===== config.mk =====
export PLATFORM = sky130hd
export DESIGN_NAME = srsm_back
export DESIGN_NICKNAME = d
export VERILOG_FILES = /design/src/hdl/srsm_pkg.sv /design/src/hdl/srsm_back.sv
export SDC_FILE = /design/constraint.sdc
export NUM_CORES = 1
export LEC_CHECK = 0
export BUFFER_PORTS_ARGS = -buffer_cell sky130_fd_sc_hd__buf_4
export CAP_MARGIN = 20
export CORE_AREA = 2 2 105 107
export CTS_CLUSTER_SIZE = 16
export DETAILED_ROUTE_END_ITERATION = 12
export DIE_AREA = 0 0 107 109
export HOLD_SLACK_MARGIN = 0.15
export PLACE_DENSITY = 0.77
export SLEW_MARGIN = 20
export SYNTH_ARGS = -nofsm -noshare
export SYNTH_HDL_FRONTEND = slang
export SYNTH_SLANG_ARGS = --single-unit
export TNS_END_PERCENT = 10

===== constraint.sdc =====
create_clock -name clk -period 1.5 [get_ports clk]
set_input_delay 0.15 -clock clk [delete_from_list [all_inputs] [get_ports clk]]
set_output_delay 0.15 -clock clk [all_outputs]
set_load 0.02 [all_outputs]

===== src/hdl/srsm_pkg.sv =====
// Shared types and codes for the stepped range size and membership block.
// No dependencies; imported by every module in hdl/.
`default_nettype none
package srsm_pkg;

    localparam int FIELD_WIDTH = 64;
    localparam int COUNT_WIDTH = 63;

    localparam logic [1:0] ST_OK        = 2'd0;
    localparam logic [1:0] ST_ZERO_STEP = 2'd1;
    localparam logic [1:0] ST_OVERFLOW  = 2'd2;

    localparam logic [1:0] CFG_START = 2'd0;
    localparam logic [1:0] CFG_STOP  = 2'd1;
    localparam logic [1:0] CFG_STEP  = 2'd2;

    // per-item control that rides along the divider stages
    typedef struct packed {
        logic [1:0] status;
        logic       nonempty;
        logic       in_range;
    } srsm_ctl_t;

endpackage
`default_nettype wire


===== src/hdl/srsm_back.sv =====
// Back end: ceiling correction, saturation, membership decision and the
// output register. Uses srsm_pkg.
`default_nettype none
module srsm_back
    import srsm_pkg::*;
#(
    parameter int W = 64
)(
    input  wire logic                   clk,
    input  wire logic                   rst_n,
    input  wire logic                   en,
    input  wire logic                   valid_in,
    input  wire srsm_ctl_t              ctl_in,
    input  wire logic [W-1:0]           quo_c,
    input  wire logic [W-1:0]           rem_c,
    input  wire logic [W-1:0]           rem_m,
    output logic                        valid_out,
    output logic [COUNT_WIDTH-1:0]      count_out,
    output logic                        member_out,
    output logic [1:0]                  status_out
);

    localparam logic [W:0]   CMAX_WIDE = {2'b00, {(W-1){1'b1}}};
    localparam logic [W-2:0] CMAX      = {(W-1){1'b1}};

    logic                   valid_reg;
    logic [COUNT_WIDTH-1:0] count_reg;
    logic                   member_reg;
    logic [1:0]             status_reg;
    logic [W:0]             ceil_c;
    logic [W-2:0]           count_sat;

    always_comb
    begin
        ceil_c    = {1'b0, quo_c} + {{W{1'b0}}, (rem_c != '0)};
        count_sat = (ceil_c > CMAX_WIDE) ? CMAX : ceil_c[W-2:0];
    end

    always_ff @(posedge clk or negedge rst_n)
    begin
        if (!rst_n)
            valid_reg <= 1'b0;
        else if (en)
            valid_reg <= valid_in;
    end

    always_ff @(posedge clk)
    begin
        if (en)
        begin
            count_reg  <= ctl_in.nonempty ? COUNT_WIDTH'(count_sat) : '0;
            member_reg <= ctl_in.in_range && (rem_m == '0);
            status_reg <= ctl_in.status;
        end
    end

    assign valid_out  = valid_reg;
    assign count_out  = count_reg;
    assign member_out = member_reg;
    assign status_out = status_reg;

endmodule
`default_nettype wire


==> out/metrics.yaml <==
cts_sinks: 67
r2r_cells: 2
drt_wl_total_um: 17580
rsz0062_at_grt: "yes"
rows: 38
worstHoldStart: "rem_m[6]"
maxSlewViolCount: 0
io_buffers: 266
vias: 5074
grtUsageTotal_pct: 29.53
finClkSkew_ns: 0
numCtsBuffers: 9
finalHoldViolCount: 0
cp.required_ns: 1.59
fin_nets: 1004
cts-htree-levels: 3
die_w_um: 107
path_cells: "buf_6, nor4_4, nand4_1, or4_4, ha_4, nand4_1, nor2_2, and3_4, a41oi_2, o21bai_4, buf_12, buf_12, a31oi_4"
ir_drop_mv: 0.3788
dpl_cell_area_um2: 7303
grt_max_degree: 65
grt_pass1_vias: 5079
seq_area_frac_synth_pct: 46.67
worstSetupStartpointType: "input port"
antenna_found_initial: 0
coreArea_um2: 10600
ant_nets: 0
ys_seq_elements: 67
yosys_warnings: 0
violations: "negative setup slack"
synth_cell_types: 38
cp.depth: 13
clockBufferDepth: 2
worstHoldEndpoint: "member_out"
p_total_mw: 5.620
instances_no_fill: 947
grt_first_pass_wirelength_um: 26220
drc_errors: 0
leakagePower_nw: 3.240
worstPathMaxFanout: 8
synth_nets: 616
place_congestion: 1.003
fmax_ghz: 0.4135
cpPeakStageDelay_ns: 0.56
max-cap-violations: 0
synthMuxAreaShare_pct: 0.2619
crit_buf_inv: 3
hold_depth: 4
clk_latency_ns: 0.35
layout_common_cells: "buf_4 (364), edfxtp_1 (66), a21oi_2 (42), xnor2_1 (38)"
hp-class: "input port to flop"
avgSynthCellArea_um2: 10.39
die-area_um2: 11660
fin_area_um2: 7981
synth_edf_count: 66
setup_violations: 63
synth_cells: 414
place_inst: 913
cp_top_family: "simple AND/OR/NAND/NOR gates"
syn2layout_area_growth_pct: 85.60
slowest_stage: "or4_4"
status: "finished with violations"
rrSetupSlack_ns: 0.20
synth_compound_area_share_pct: 12.28
worst_pin_slew_ns: 0.7437
yosys.area_share.adder_pct: 0.5819
synthSimpleGateAreaFrac_pct: 25.34
maxSlewHeadroom_pct: 49.96
tritoncts: "done"
finalCriticalPeriod_ns: 2.418
start_util_pct: 40.56
final_common_cell: "buf_4"
synth_ff_type: "edfxtp_1"
n_antenna_cell: 0
hpwl_um: 13020
r2r_end: "valid_out"
drive_gt1_share_pct: 59.36
min_period_over_period_pct: 161.2
wl_per_cell_um: 18.56
dieHeight_um: 109
crit_type: "input port to flop"
synth_top_family_by_area: "simple AND/OR/NAND/NOR gates"
path_clk_slew_ns: 0.07
drtIter0Drc: 315
ys_async_sr_fraction_pct: 1.493
r2r-start: "valid_out"
syn_area_um2: 4300
clock_tree.root_cell: "clkbuf_8"
drtPass1Iterations: 5
fin_ws_ns: -0.9183
cp-end-kind: "flop"
num_io_pins: 267
pwr_density_cell_nw_per_um2: 704.1
grt-ovfl-total: 0
viasPerCell: 5.358
arrival_ns: 2.51
synth_xor_area_share_pct: 11.81
cell usage after synthesis, types with 6 or more instances:
master / count / area share (%)
edfxtp_1: 66 / 46
a21oi_2: 41 / 8.4
clkbuf_1: 8 / 0.70
nand2_1: 31 / 2.7
buf_6: 6 / 1.6
xnor2_1: 38 / 7.7
a21oi_1: 20 / 2.3
and3_1: 9 / 1.3
nor3_1: 11 / 1.3
nor4_1: 44 / 6.4
inv_1: 6 / 0.52
nand3_1: 27 / 3.1
xor2_1: 20 / 4.1
nand4_1: 26 / 3.8
nor2_1: 27 / 2.4
state kept, by name, indices dropped and copies added (netlist names):
name        cells
count_out      63
status_out      2
member_out      1
valid_out       1
routing by layer:
| metal | GRT usage, % | routed length [um] |
|---|---|---|
| met3 | 5.439 | 1374 |
| met2 | 51.00 | 9002 |
| met4 | 10.48 | 313 |
| met5 | 0 | 0 |
| met1 | 37.22 | 6888 |
worst max path at each step:
| stage | start | endpoint |
|---|---|---|
| 4_1_cts | rem_c[62] | count_out[11] |
| 3_5_place_dp | rem_c[41] | count_out[6] |
| 5_1_grt | rem_c[13] | count_out[58] |
| 6_report | rem_c[13] | count_out[58] |
| 3_3_place_gp | rem_c[41] | count_out[42] |
| 2_1_floorplan | rem_c[53] | count_out[10] |
area by class of cell:
class                           instances  area [um2]
Timing Repair Buffer                  392        3167
Fill cell                             720        2621
Tap cell                              140       175.2
Clock buffer                           11       131.4
Clock inverter                          5       77.57
Inverter                                7       26.28
Sequential cell                        67        2007
Multi-Input combinational cell        325        2397
worst register-to-register path, cell delays in order (launching register included):
cell and delay, ns:
dfrtp_1 0.38, mux2_2 0.25, dlygate4sd3_1 0.55
logic make-up (layout without fill, tap and decap cells):
kind of cell             count (synthesis)  count (layout)
multiplexers                             1               1
XOR/XNOR                                58              58
adder cells (fa/ha/maj)                  2               2
buffers and inverters                   22             415
AO/OA/AOI/OAI                           68              68
AND/OR/NAND/NOR                        196             196
flip-flops                              67              67
where the power goes:
| part | switching (mW) | internal [mW] |
|---|---|---|
| sequential | 0.0537 | 2.24 |
| combinational | 0.769 | 0.890 |
| clock | 0.736 | 0.932 |
through the flow:
stage | TNS, ns | worst slack (ns) | util [%] | hold WS (ns)
5_1_grt | -62.45 | -1.024 | 75.28 | 0.1908
4_1_cts | -54.92 | -0.9454 | 74.13 | 0.1770
3_3_place_gp | -84.26 | -1.366 | 68.88 | -0.07486
3_5_place_dp | -88.18 | -1.445 | 68.88 | -0.07407
6_report | -56.04 | -0.9183 | 75.28 | 0.1808
2_1_floorplan | -64.96 | -1.054 | - | -0.1456
timing repair:
item | in CTS | in global routing
hold endpoints to repair | 6 | 0
resized for setup | 25 | 14
setup buffers | 6 | 1
pin swaps | 13 | 15
hold buffers | 7 | 0
cloned | 3 | 3
endpoints found under the setup margin | 63 | 63
Note: power is estimated with default switching activity, not from simulation.
