[src/hdl/srsm_pkg.sv]
// Shared types and codes for the stepped range size and membership block.
// No dependencies; imported by every module in hdl/.
`default_nettype none
package srsm_pkg;

    localparam int FIELD_WIDTH = 64;
    localparam int COUNT_WIDTH = 63;

    localparam logic [1:0] ST_OK        = 2'd0;
    localparam logic [1:0] ST_ZERO_STEP = 2'd1;
    localparam logic [1:0] ST_OVERFLOW  = 2'd2;

    localparam logic [1:0] CFG_START = 2'd0;
    localparam logic [1:0] CFG_STOP  = 2'd1;
    localparam logic [1:0] CFG_STEP  = 2'd2;

    // per-item control that rides along the divider stages
    typedef struct packed {
        logic [1:0] status;
        logic       nonempty;
        logic       in_range;
    } srsm_ctl_t;

endpackage
`default_nettype wire

[src/hdl/srsm_front.sv]
// Front end: span and offset subtraction with overflow checks, then
// magnitudes and bounds compare. Two register stages. Uses srsm_pkg.
`default_nettype none
module srsm_front
    import srsm_pkg::*;
#(
    parameter int W = 64
)(
    input  wire logic         clk,
    input  wire logic         rst_n,
    input  wire logic         en,
    input  wire logic         in_valid,
    input  wire logic [W-1:0] query,
    input  wire logic [W-1:0] start,
    input  wire logic [W-1:0] stop,
    input  wire logic [W-1:0] step,
    output logic              valid_b,
    output srsm_ctl_t         ctl_b,
    output logic [W-1:0]      ms_b,
    output logic [W-1:0]      mt_b,
    output logic [W-1:0]      md_b
);

    // stage A
    logic         valid_a_reg;
    logic [1:0]   status_a_reg, status_a_next;
    logic [W-1:0] span_a_reg, span_a_next;
    logic [W-1:0] d_a_reg, d_a_next;
    logic [W-1:0] step_a_reg;
    logic         qfit_a_reg, qfit_a_next;

    always_comb
    begin
        span_a_next = stop - start;
        d_a_next    = query - start;
        qfit_a_next = !((query[W-1] != start[W-1]) && (d_a_next[W-1] != query[W-1]));
        if (step == '0)
            status_a_next = ST_ZERO_STEP;
        else if ((stop[W-1] != start[W-1]) && (span_a_next[W-1] != stop[W-1]))
            status_a_next = ST_OVERFLOW;
        else
            status_a_next = ST_OK;
    end

    always_ff @(posedge clk or negedge rst_n)
    begin
        if (!rst_n)
            valid_a_reg <= 1'b0;
        else if (en)
            valid_a_reg <= in_valid;
    end

    always_ff @(posedge clk)
    begin
        if (en)
        begin
            status_a_reg <= status_a_next;
            span_a_reg   <= span_a_next;
            d_a_reg      <= d_a_next;
            step_a_reg   <= step;
            qfit_a_reg   <= qfit_a_next;
        end
    end

    // stage B
    logic         valid_b_reg;
    srsm_ctl_t    ctl_b_reg, ctl_b_next;
    logic [W-1:0] ms_b_reg, mt_b_reg, md_b_reg;
    logic         span_neg, step_neg, d_neg, in_span;

    always_comb
    begin
        span_neg = span_a_reg[W-1];
        step_neg = step_a_reg[W-1];
        d_neg    = d_a_reg[W-1];
        if (!step_neg)
            in_span = !d_neg && ($signed(d_a_reg) < $signed(span_a_reg));
        else
            in_span = (d_neg || (d_a_reg == '0)) && ($signed(span_a_reg) < $signed(d_a_reg));
        ctl_b_next.status   = status_a_reg;
        ctl_b_next.nonempty = (status_a_reg == ST_OK) && (span_neg == step_neg);
        ctl_b_next.in_range = ctl_b_next.nonempty && qfit_a_reg && in_span;
    end

    always_ff @(posedge clk or negedge rst_n)
    begin
        if (!rst_n)
            valid_b_reg <= 1'b0;
        else if (en)
            valid_b_reg <= valid_a_reg;
    end

    always_ff @(posedge clk)
    begin
        if (en)
        begin
            ctl_b_reg <= ctl_b_next;
            ms_b_reg  <= span_a_reg[W-1] ? (W'(0) - span_a_reg) : span_a_reg;
            mt_b_reg  <= step_a_reg[W-1] ? (W'(0) - step_a_reg) : step_a_reg;
            md_b_reg  <= d_a_reg[W-1]    ? (W'(0) - d_a_reg)    : d_a_reg;
        end
    end

    assign valid_b = valid_b_reg;
    assign ctl_b   = ctl_b_reg;
    assign ms_b    = ms_b_reg;
    assign mt_b    = mt_b_reg;
    assign md_b    = md_b_reg;

endmodule
`default_nettype wire

[config.mk]
export PLATFORM = sky130hd
export DESIGN_NAME = srsm_front
export DESIGN_NICKNAME = d
export VERILOG_FILES = /design/src/hdl/srsm_pkg.sv /design/src/hdl/srsm_front.sv
export SDC_FILE = /design/constraint.sdc
export NUM_CORES = 1
export LEC_CHECK = 0
export BUFFER_PORTS_ARGS = -buffer_cell sky130_fd_sc_hd__buf_2
export CORE_ASPECT_RATIO = 0.9
export CORE_MARGIN = 1
export CORE_UTILIZATION = 55
export DETAILED_ROUTE_END_ITERATION = 8
export GPL_ROUTABILITY_DRIVEN = 0
export PLACE_DENSITY_LB_ADDON = 0.1
export SLEW_MARGIN = 10
export SYNTH_ARGS = -nofsm -noshare
export SYNTH_HDL_FRONTEND = slang
export SYNTH_SLANG_ARGS = --single-unit
[constraint.sdc]
create_clock -name clk -period 8.9 [get_ports clk]
set_input_delay 0.89 -clock clk [delete_from_list [all_inputs] [get_ports clk]]
set_output_delay 0.89 -clock clk [all_outputs]
set_load 0.02 [all_outputs]
==> results.sh <==
export IMPL_status="finished, final reports clean"
export IMPL_portBuffers=456
export IMPL_tns_ps=0
export IMPL_rows=73
export IMPL_drcViolationCount=0
export IMPL_pre_cts_slack_ps=3720
export IMPL_yosysTopAreaCell="edfxtp_1"
export IMPL_critPathRequiredTime_ps=9090
export IMPL_avgSynthCellArea_um2=10.7
export IMPL_min_period_over_period_pct=54.4
export IMPL_route_detailed_wl_per_inst_um=21.4
export IMPL_numCtsBuffers=43
export IMPL_ys_types=73
export IMPL_slew_violations=0
export IMPL_synth_main_ff_cell="edfxtp_1"
export IMPL_p_leak_nw=12.3
export IMPL_clock_path_buffers=3
export IMPL_worst_clock_skew_ps=15.2
export IMPL_r2r_end="mt_b[62]"
export IMPL_fmax_mhz=207
export IMPL_grt_max_degree=106
export IMPL_fin_ws_ps=4060
export IMPL_ys_seq_area_share_pct=47.0
export IMPL_ys_ff_latch=393
export IMPL_cpLargestDelayFamily="compound AO/OA/AOI/OAI gates"
export IMPL_grt_util_met1_pct=43.1
export IMPL_end_kind="register"
export IMPL_die_area_um2=46500
export IMPL_synthTopCellsByArea="edfxtp_1, ha_1, xnor2_1"
export IMPL_grt_pass1_vias=19293
export IMPL_antenna_found_initial=6
export IMPL_synthDominantCellAreaShare_pct=46.8
export IMPL_synth_fp_nets=2809
export IMPL_use_met2_pct=48.3
export IMPL_root_buffer="clkbuf_16"
export IMPL_clk_pin_slew_ps=60
export IMPL_fin_util_pct=65.7
export IMPL_multi_input_area_um2=12400
export IMPL_final_cells=3432
export IMPL_grt_pass1_wl_um=109000
export IMPL_drt_wl_total_um=73600
export IMPL_fillers=3513
export IMPL_mappedNetlistArea_um2=25100
export IMPL_met3_usage_pct=6.70
export IMPL_cpPeakStageDelay_ps=990
export IMPL_postCtsSetupRepairBufs=0
export IMPL_yosysWarningCount=0
export IMPL_holdBufCountCts=0
export IMPL_dp_hpwl_um=58600
export IMPL_drt_initial_drc_count=2302
export IMPL_synth_most_common_cell="edfxtp_1"
export IMPL_grt_overflow=0
export IMPL_setup_viol=0
export IMPL_worst_pin_slew_ps=1140
export IMPL_hold_violations=0
export IMPL_hp_class="input port to asynchronous set/reset pin"
export IMPL_rsz0062_at_grt="no"
export IMPL_path_cells="buf_2 > inv_1 > ha_1 > nor2b_1 > o31ai_1 > a21oi_1 > a21oi_1 > buf_4 > nor3_1 > o311ai_1 > a21oi_1 > o21ai_1 > mux2i_1 > a2111oi_0"
export IMPL_start_util_pct=56.3
export IMPL_ir_worst_vdd_v=0.000117
export IMPL_cp_depth=14
export IMPL_slew_headroom_pct=21.9
export IMPL_layout_nets=3255
export IMPL_post_cts_resized=0
export IMPL_fin_crit_ps=4840
export IMPL_ff2ff_setup_slack_ps=4580
export IMPL_critPathMaxFanout=6
export IMPL_reg2reg_depth=9
export IMPL_crit_top_cell="a21oi_1"
export IMPL_cp_arrival_ps=5030
export IMPL_die_w_um=227
export IMPL_regToRegStartpoint="step_a_reg[15]"
export IMPL_dieHeight_um=205
export IMPL_synth_cells=2354
export IMPL_start_kind="input port"
export IMPL_routed_via_density=6.08
export IMPL_critPathKind="input port to register"
export IMPL_synth_edff_count=391
export IMPL_clk_latency_ps=570
export IMPL_fin_area_um2=29300
export IMPL_cts_tree="yes"
export IMPL_ant_nets=0
export IMPL_dr_pass1_iters=7
export IMPL_grt_util_all_layers_pct=31.0
export IMPL_dp_cells=3355
export IMPL_ios=457
export IMPL_regArea_um2=11800
export IMPL_clock_sinks=393
export IMPL_cp_startpoint="start[1]"
export IMPL_place_area_um2=28000
export IMPL_crit_path_top_delay_cell="a2111oi_0"
export IMPL_drive_gt1_share_pct=19.4
export IMPL_whs_ps=92.5
export IMPL_dr_total_vias=20850
export IMPL_synth_common_cells="edfxtp_1, xnor2_1, ha_1, inv_1, a21oi_1"
export IMPL_total_power_mw=6.07
export IMPL_busiest_layer="met2"
export IMPL_async_flop_share_pct=0.509
export IMPL_htree_levels=2
export IMPL_core_area_um2=44600
export IMPL_cp_buffers_inverters=3
export IMPL_power_density_nw_per_um2=207
export IMPL_syn2layout_area_growth_pct=16.8
export IMPL_cap_violations=0
worst max path at each step:
stage | endpoint | slack (ps)
after detailed placement | status_a_reg[1] | 3720
after floorplan | status_a_reg[1] | 4920
after CTS | status_a_reg[1] | 4270
final | d_a_reg[57] | 4060
after global routing | status_a_reg[1] | 3990
after global placement | status_a_reg[1] | 3870
area by class of cell:
type	instances	area share [%]
Clock inverter	13	0.508
Clock buffer	58	4.01
Antenna cell	6	0.0512
Sequential cell	393	40.2
Inverter	175	2.24
Multi-Input combinational cell	1722	42.3
Timing Repair Buffer	465	8.05
Tap cell	600	2.56
layout by cell type (no fill, tap or decap), types with 6 or more instances in the layout:
| cell | n |
|---|---|
| nor3_1 | 26 |
| ha_1 | 193 |
| o41ai_1 | 29 |
| or2_2 | 12 |
| clkinv_1 | 8 |
| a21o_1 | 116 |
| a21boi_0 | 10 |
| xor2_1 | 44 |
| a21oi_1 | 158 |
| clkbuf_1 | 12 |
| nand2_1 | 143 |
| o31ai_1 | 60 |
| buf_2 | 455 |
| mux2i_1 | 6 |
| or3_1 | 39 |
| o21a_1 | 17 |
| nand4_1 | 61 |
| a211oi_1 | 11 |
| o21ai_0 | 143 |
| a31oi_1 | 16 |
| a221oi_1 | 7 |
| inv_1 | 170 |
| edfxtp_1 | 391 |
| o211ai_1 | 6 |
| or4_1 | 16 |
| and3_1 | 11 |
| nor4_1 | 35 |
| diode_2 | 6 |
| o2111ai_1 | 8 |
| and4_1 | 6 |
| clkbuf_16 | 44 |
| xnor2_1 | 258 |
| nand2b_1 | 24 |
| and2_1 | 10 |
| o21bai_1 | 29 |
| buf_4 | 9 |
| nor2b_1 | 19 |
| nand3_1 | 46 |
| nor2_1 | 89 |
metal layers:
layer  vias to the layer above  wire length (um)
met3                       160              7780
li1                       9721                 -
met5                         -                46
met4                         6              2320
met2                      1126             32700
met1                      9837             30700
power breakdown:
part,internal [mW],switching [mW]
Sequential,2.43,0.237
Combinational,0.667,1.03
Clock,1.00,0.702
Total,4.10,1.97
logic make-up (layout without fill, tap and decap cells):
logic type               Yosys count  in the layout  share of synthesized area (%)
AO/OA/AOI/OAI                    655            655                           16.9
AND/OR/NAND/NOR                  561            561                           11.8
flip-flops                       393            393                           47.0
XOR/XNOR                         302            302                           10.5
buffers and inverters            239            711                           3.57
adder cells (fa/ha/maj)          195            195                           9.78
multiplexers                       9              9                          0.374
other                              0              6                              0
Note: power is estimated with default switching activity, not from simulation.
