File: src/hdl/srsm_pkg.sv
// Shared types and codes for the stepped range size and membership block.
// No dependencies; imported by every module in hdl/.
`default_nettype none
package srsm_pkg;

    localparam int FIELD_WIDTH = 64;
    localparam int COUNT_WIDTH = 63;

    localparam logic [1:0] ST_OK        = 2'd0;
    localparam logic [1:0] ST_ZERO_STEP = 2'd1;
    localparam logic [1:0] ST_OVERFLOW  = 2'd2;

    localparam logic [1:0] CFG_START = 2'd0;
    localparam logic [1:0] CFG_STOP  = 2'd1;
    localparam logic [1:0] CFG_STEP  = 2'd2;

    // per-item control that rides along the divider stages
    typedef struct packed {
        logic [1:0] status;
        logic       nonempty;
        logic       in_range;
    } srsm_ctl_t;

endpackage
`default_nettype wire

File: src/hdl/srsm_div_stage.sv
// One restoring-division step for two lanes sharing a divisor (count lane
// and membership lane); one quotient bit each per stage. Uses srsm_pkg.
`default_nettype none
module srsm_div_stage
    import srsm_pkg::*;
#(
    parameter int W = 64
)(
    input  wire logic         clk,
    input  wire logic         rst_n,
    input  wire logic         en,
    input  wire logic         valid_in,
    input  wire srsm_ctl_t    ctl_in,
    input  wire logic [W-1:0] divisor_in,
    input  wire logic [W-1:0] rem_c_in,
    input  wire logic [W-1:0] quo_c_in,
    input  wire logic [W-1:0] rem_m_in,
    input  wire logic [W-1:0] quo_m_in,
    output logic              valid_out,
    output srsm_ctl_t         ctl_out,
    output logic [W-1:0]      divisor_out,
    output logic [W-1:0]      rem_c_out,
    output logic [W-1:0]      quo_c_out,
    output logic [W-1:0]      rem_m_out,
    output logic [W-1:0]      quo_m_out
);

    logic         valid_reg;
    srsm_ctl_t    ctl_reg;
    logic [W-1:0] div_reg, rem_c_reg, quo_c_reg, rem_m_reg, quo_m_reg;
    logic [W-1:0] sh_c, sh_m;
    logic [W:0]   tr_c, tr_m;

    always_comb
    begin
        // remainder stays below the divisor, so its top bit is always clear
        sh_c = {rem_c_in[W-2:0], quo_c_in[W-1]};
        sh_m = {rem_m_in[W-2:0], quo_m_in[W-1]};
        tr_c = {1'b0, sh_c} - {1'b0, divisor_in};
        tr_m = {1'b0, sh_m} - {1'b0, divisor_in};
    end

    always_ff @(posedge clk or negedge rst_n)
    begin
        if (!rst_n)
            valid_reg <= 1'b0;
        else if (en)
            valid_reg <= valid_in;
    end

    always_ff @(posedge clk)
    begin
        if (en)
        begin
            ctl_reg   <= ctl_in;
            div_reg   <= divisor_in;
            rem_c_reg <= tr_c[W] ? sh_c : tr_c[W-1:0];
            quo_c_reg <= {quo_c_in[W-2:0], !tr_c[W]};
            rem_m_reg <= tr_m[W] ? sh_m : tr_m[W-1:0];
            quo_m_reg <= {quo_m_in[W-2:0], !tr_m[W]};
        end
    end

    assign valid_out   = valid_reg;
    assign ctl_out     = ctl_reg;
    assign divisor_out = div_reg;
    assign rem_c_out   = rem_c_reg;
    assign quo_c_out   = quo_c_reg;
    assign rem_m_out   = rem_m_reg;
    assign quo_m_out   = quo_m_reg;

endmodule
`default_nettype wire

File: config.mk
export PLATFORM = sky130hd
export DESIGN_NAME = srsm_div_stage
export DESIGN_NICKNAME = d
export VERILOG_FILES = /design/src/hdl/srsm_pkg.sv /design/src/hdl/srsm_div_stage.sv
export SDC_FILE = /design/constraint.sdc
export NUM_CORES = 1
export LEC_CHECK = 0
export BUFFER_PORTS_ARGS = -buffer_cell sky130_fd_sc_hd__buf_2
export CAP_MARGIN = 20
export CORE_AREA = 10 10 246 248
export DETAILED_ROUTE_END_ITERATION = 7
export DIE_AREA = 0 0 256 258
export PLACE_DENSITY = 0.57
export SLEW_MARGIN = 10
export SYNTH_ARGS = -nofsm -noshare
export SYNTH_HDL_FRONTEND = slang
export SYNTH_SLANG_ARGS = --single-unit
File: constraint.sdc
create_clock -name clk -period 2.2 [get_ports clk]
set_clock_uncertainty 0.1 [all_clocks]
set_input_delay 0.33 -clock clk [delete_from_list [all_inputs] [get_ports clk]]
set_output_delay 0.33 -clock clk [all_outputs]
set_load 0.005 [all_outputs]
==> metrics.md <==
| Metric | Value |
|---|---|
| Area enclosed by the die boundary | `0.06605 mm^2` |
| Number of buffers on the longest clock path | `3` |
| Flip-flop and latch count after synthesis | `325` |
| Critical path cell sequence | `buf_2 > inv_1 > ha_4 > nand2_1 > o211ai_1 > a41oi_2 > or3_4 > o31ai_4 > o21ai_4 > o221ai_4 > a21oi_4 > buf_6 > or4_4 > o211a_1` |
| Height of the chip | `258 um` |
| Primary FF master, synth | `sky130_fd_sc_hd__edfxtp_1` |
| Combined global-route utilization of all metal layers | `0.2597` |
| Synthesized area | `0.01890 mm^2` |
| Required @ worst endpoint | `2410 ps` |
| Number of library cell types mapped by synthesis | `76` |
| Antenna violations before repair | `26` |
| Design area | `0.03384 mm^2` |
| Setup Slack @ Placement | `-1907 ps` |
| Final clock period utilization by the worst path | `1.437` |
| Worst path slowest cell | `sky130_fd_sc_hd__or4_4` |
| CTS tree | `done` |
| Count of pins on the block boundary | `653` |
| Nets | `3808` |
| Final cell utilization of the core | `0.6072` |
| Post-DR vias/cell | `4.946` |
| GPL Wtd Cong | `0.9251` |
| Grt total ovfl | `0` |
| VDD IR-drop max | `0.5523 mV` |
| Total of max-cap violations | `0` |
| Number of clock sinks seen by CTS | `325` |
| Post-route setup slack | `-960.9 ps` |
| Classification of the worst-slack hold path | `input port to flip-flop` |
| Syn_area_per_cell | `10.55 um^2` |
| Die width | `256 um` |
| Worst-skew pair later-pin latency | `560 ps` |
| Filler Cell Count | `4668` |
| Top cell type's share of synthesized area | `0.5147` |
| Average routed wire per standard cell | `21.66 um` |
| Worst setup path category | `input port to flip-flop` |
| PnR Total Power | `21.83 mW` |
| Number of search-and-repair iterations in the first detailed-routing pass | `5` |
| Max Slew Vio Count | `0` |
| Maximum number of pins on one net before global-route repair | `60` |
| Final Setup Violations | `130` |
| Most used standard cell by instance count after synthesis | `sky130_fd_sc_hd__edfxtp_1` |
| Violated checks | `negative setup slack` |
| Time the final worst path needs with I/O delays and setup | `3161 ps` |
| Worst hold slack after final layout | `23.59 ps` |
| Part of the Yosys area used for sequential elements | `0.5160` |
| Endpoint class of the critical path | `flip-flop` |
| Number of violations reported at the end of detailed-routing iteration 0 | `1338` |
| Post-synth top area cell | `sky130_fd_sc_hd__edfxtp_1` |
| Cell at the root of the clock tree | `sky130_fd_sc_hd__clkbuf_16` |
| Share of layout cells above drive strength 1 | `0.4811` |
| Number of CTS-inserted buffers | `40` |
| Gate Count Post-Synth | `1791` |
| Number of nets with antenna violations after routing | `0` |
| Count of buffers inserted at the top-level ports | `650` |
| # rows | `87` |
| List of most frequent post-synthesis cells | `sky130_fd_sc_hd__edfxtp_1 (324), sky130_fd_sc_hd__nand2_1 (219), sky130_fd_sc_hd__o21ai_0 (190)` |
| Starting density of the core | `0.3392` |
| Area of the core | `0.05573 mm^2` |
| Async set-or-reset flop fraction in the synthesized netlist | `0.003077` |
| Cell total after placement | `3755` |
| RSZ-0062 raised after global routing | `true` |
| Number of warnings printed during yosys synthesis | `0` |
| Startpoint class of the critical path | `input port` |
| Final count of hold timing violations | `0` |
| Kind of cell adding the most delay to the critical path | `compound AO/OA/AOI/OAI gates` |
| Number of vias after detailed routing | `20550` |
| Critical Path AT | `3370 ps` |
| Crit path buffers/inverters | `3` |
| Highest fanout seen on the critical path | `4` |
| Headroom to the max-slew limit | `0.6160` |
| Status | `finished, violations left` |
| Highest Clock Rate | `316.4 MHz` |
| Largest stage delay on the critical path | `470 ps` |
| Vias in the first global route | `21850` |
| Non-filler instance count after layout | `4154` |
| Total Negative Setup Slacks | `-103820 ps` |
| # H-tree levels | `2` |
| Count of flip-flops with a built-in enable after synthesis | `324` |
| Area added between synthesis and finish | `79.01%` |
| Power density of the placed cells | `645.1 mW/mm^2` |
| Biggest area contributors in the synthesized netlist | `sky130_fd_sc_hd__edfxtp_1 (51%), sky130_fd_sc_hd__ha_1 (8.5%), sky130_fd_sc_hd__o21ai_0 (5.0%)` |
| Total length of routed wires | `89.97 mm` |
| Leak | `15.54 nW` |
| Synthesized Nets | `2249` |
| DRC Markers | `0` |
| Clock transition at the registers of the reported paths | `60 ps` |
| Wire length of the first global-routing pass | `132.1 mm` |
| Half-perimeter wire length after detailed placement | `67.72 mm` |
| Tightest Pin Transition | `568.5 ps` |
| Post-DP Area | `0.02794 mm^2` |
-- flip-flops by register name (all words and copies together) (netlist names) --
name / cells
ctl_out: 4
divisor_out: 64
quo_c_out: 64
quo_m_out: 64
rem_c_out: 64
rem_m_out: 64
valid_out: 1
-- logic make-up (layout without fill, tap and decap cells) --
logic type / after synthesis / in the layout / synth area share
AO/OA/AOI/OAI: 589 / 589 / 0.1944
multiplexers: 7 / 7 / 0.004104
buffers and inverters: 168 / 1757 / 0.03488
XOR/XNOR: 112 / 112 / 0.05189
flip-flops: 325 / 325 / 0.5160
adder cells (fa/ha/maj): 130 / 130 / 0.08684
other: 0 / 18 / 0
AND/OR/NAND/NOR: 460 / 460 / 0.1119
-- timing repair --
item,in CTS,in global routing
pin swaps,70,46
cloned,18,0
setup buffers,28,14
endpoints found under the hold margin,258,1
hold buffers,259,1
resized for setup,211,123
setup endpoints to repair,130,130
-- tightest hold or removal path, delay by kind of cell --
| family | cells | cell delay, ps |
|---|---|---|
| buffers and inverters | 1 | 110 |
| AOI/OAI and AO/OA | 1 | 80 |
| and+or+nand+nor | 1 | 50 |
-- layout by cell type (no fill, tap or decap), types with 19 or more instances in the layout --
cell type,count
sky130_fd_sc_hd__a21o_1,67
sky130_fd_sc_hd__a21oi_1,140
sky130_fd_sc_hd__a21oi_2,19
sky130_fd_sc_hd__buf_2,645
sky130_fd_sc_hd__buf_4,629
sky130_fd_sc_hd__buf_6,21
sky130_fd_sc_hd__clkbuf_16,41
sky130_fd_sc_hd__dlygate4sd3_1,260
sky130_fd_sc_hd__edfxtp_1,324
sky130_fd_sc_hd__ha_1,109
sky130_fd_sc_hd__inv_1,84
sky130_fd_sc_hd__nand2_1,164
sky130_fd_sc_hd__nand2_2,23
sky130_fd_sc_hd__nand2_4,31
sky130_fd_sc_hd__nand3_1,19
sky130_fd_sc_hd__nand4_1,40
sky130_fd_sc_hd__nor2_1,83
sky130_fd_sc_hd__o21ai_0,114
sky130_fd_sc_hd__o21ai_1,21
sky130_fd_sc_hd__o21ai_2,51
sky130_fd_sc_hd__o21bai_1,30
sky130_fd_sc_hd__xnor2_1,68
sky130_fd_sc_hd__xor2_1,44
-- metal layers --
layer | global-route usage | vias to the layer above | wire length [um]
li1 | - | 9833 | -
met2 | 0.4687 | 676 | 46350
met5 | 0 | - | 104
met3 | 0.07207 | 195 | 6113
met1 | 0.2740 | 9825 | 33250
met4 | 0.1329 | 18 | 4150
-- path summary, 6_finish.rpt --
path	cells past startpoint	slack, ps	end	from
max in group asynchronous	3	1360	valid_out	rst_n
min in group asynchronous	3	540	valid_out	rst_n
setup / recovery	14	-960	rem_m_out[57]	divisor_in[18]
hold reg to reg	1	450	valid_out	valid_out
setup reg to reg	1	1330	valid_out	valid_out
hold / removal	3	20	rem_m_out[10]	rem_m_in[9]
-- power breakdown --
group | leakage [nW] | internal (mW) | switching [mW] | total [mW]
Clock | 0.609 | 3.80 | 2.72 | 6.52
Combinational | 11.7 | 3.78 | 3.68 | 7.46
Sequential | 3.18 | 7.62 | 0.228 | 7.85
Total | 15.5 | 15.2 | 6.63 | 21.8
-- cell type report --
cell class	count	area (um^2)	share of cell area
Sequential cell	325	9754	0.2883
Clock inverter	23	224.0	0.006619
Multi-Input combinational cell	1298	9828	0.2904
Tap cell	756	945.9	0.02795
Antenna cell	18	45.04	0.001331
Inverter	94	387.9	0.01146
Clock buffer	49	1056	0.03121
Timing Repair Buffer	1591	11600	0.3427
No activity file was read; power rests on OpenSTA's default activity.
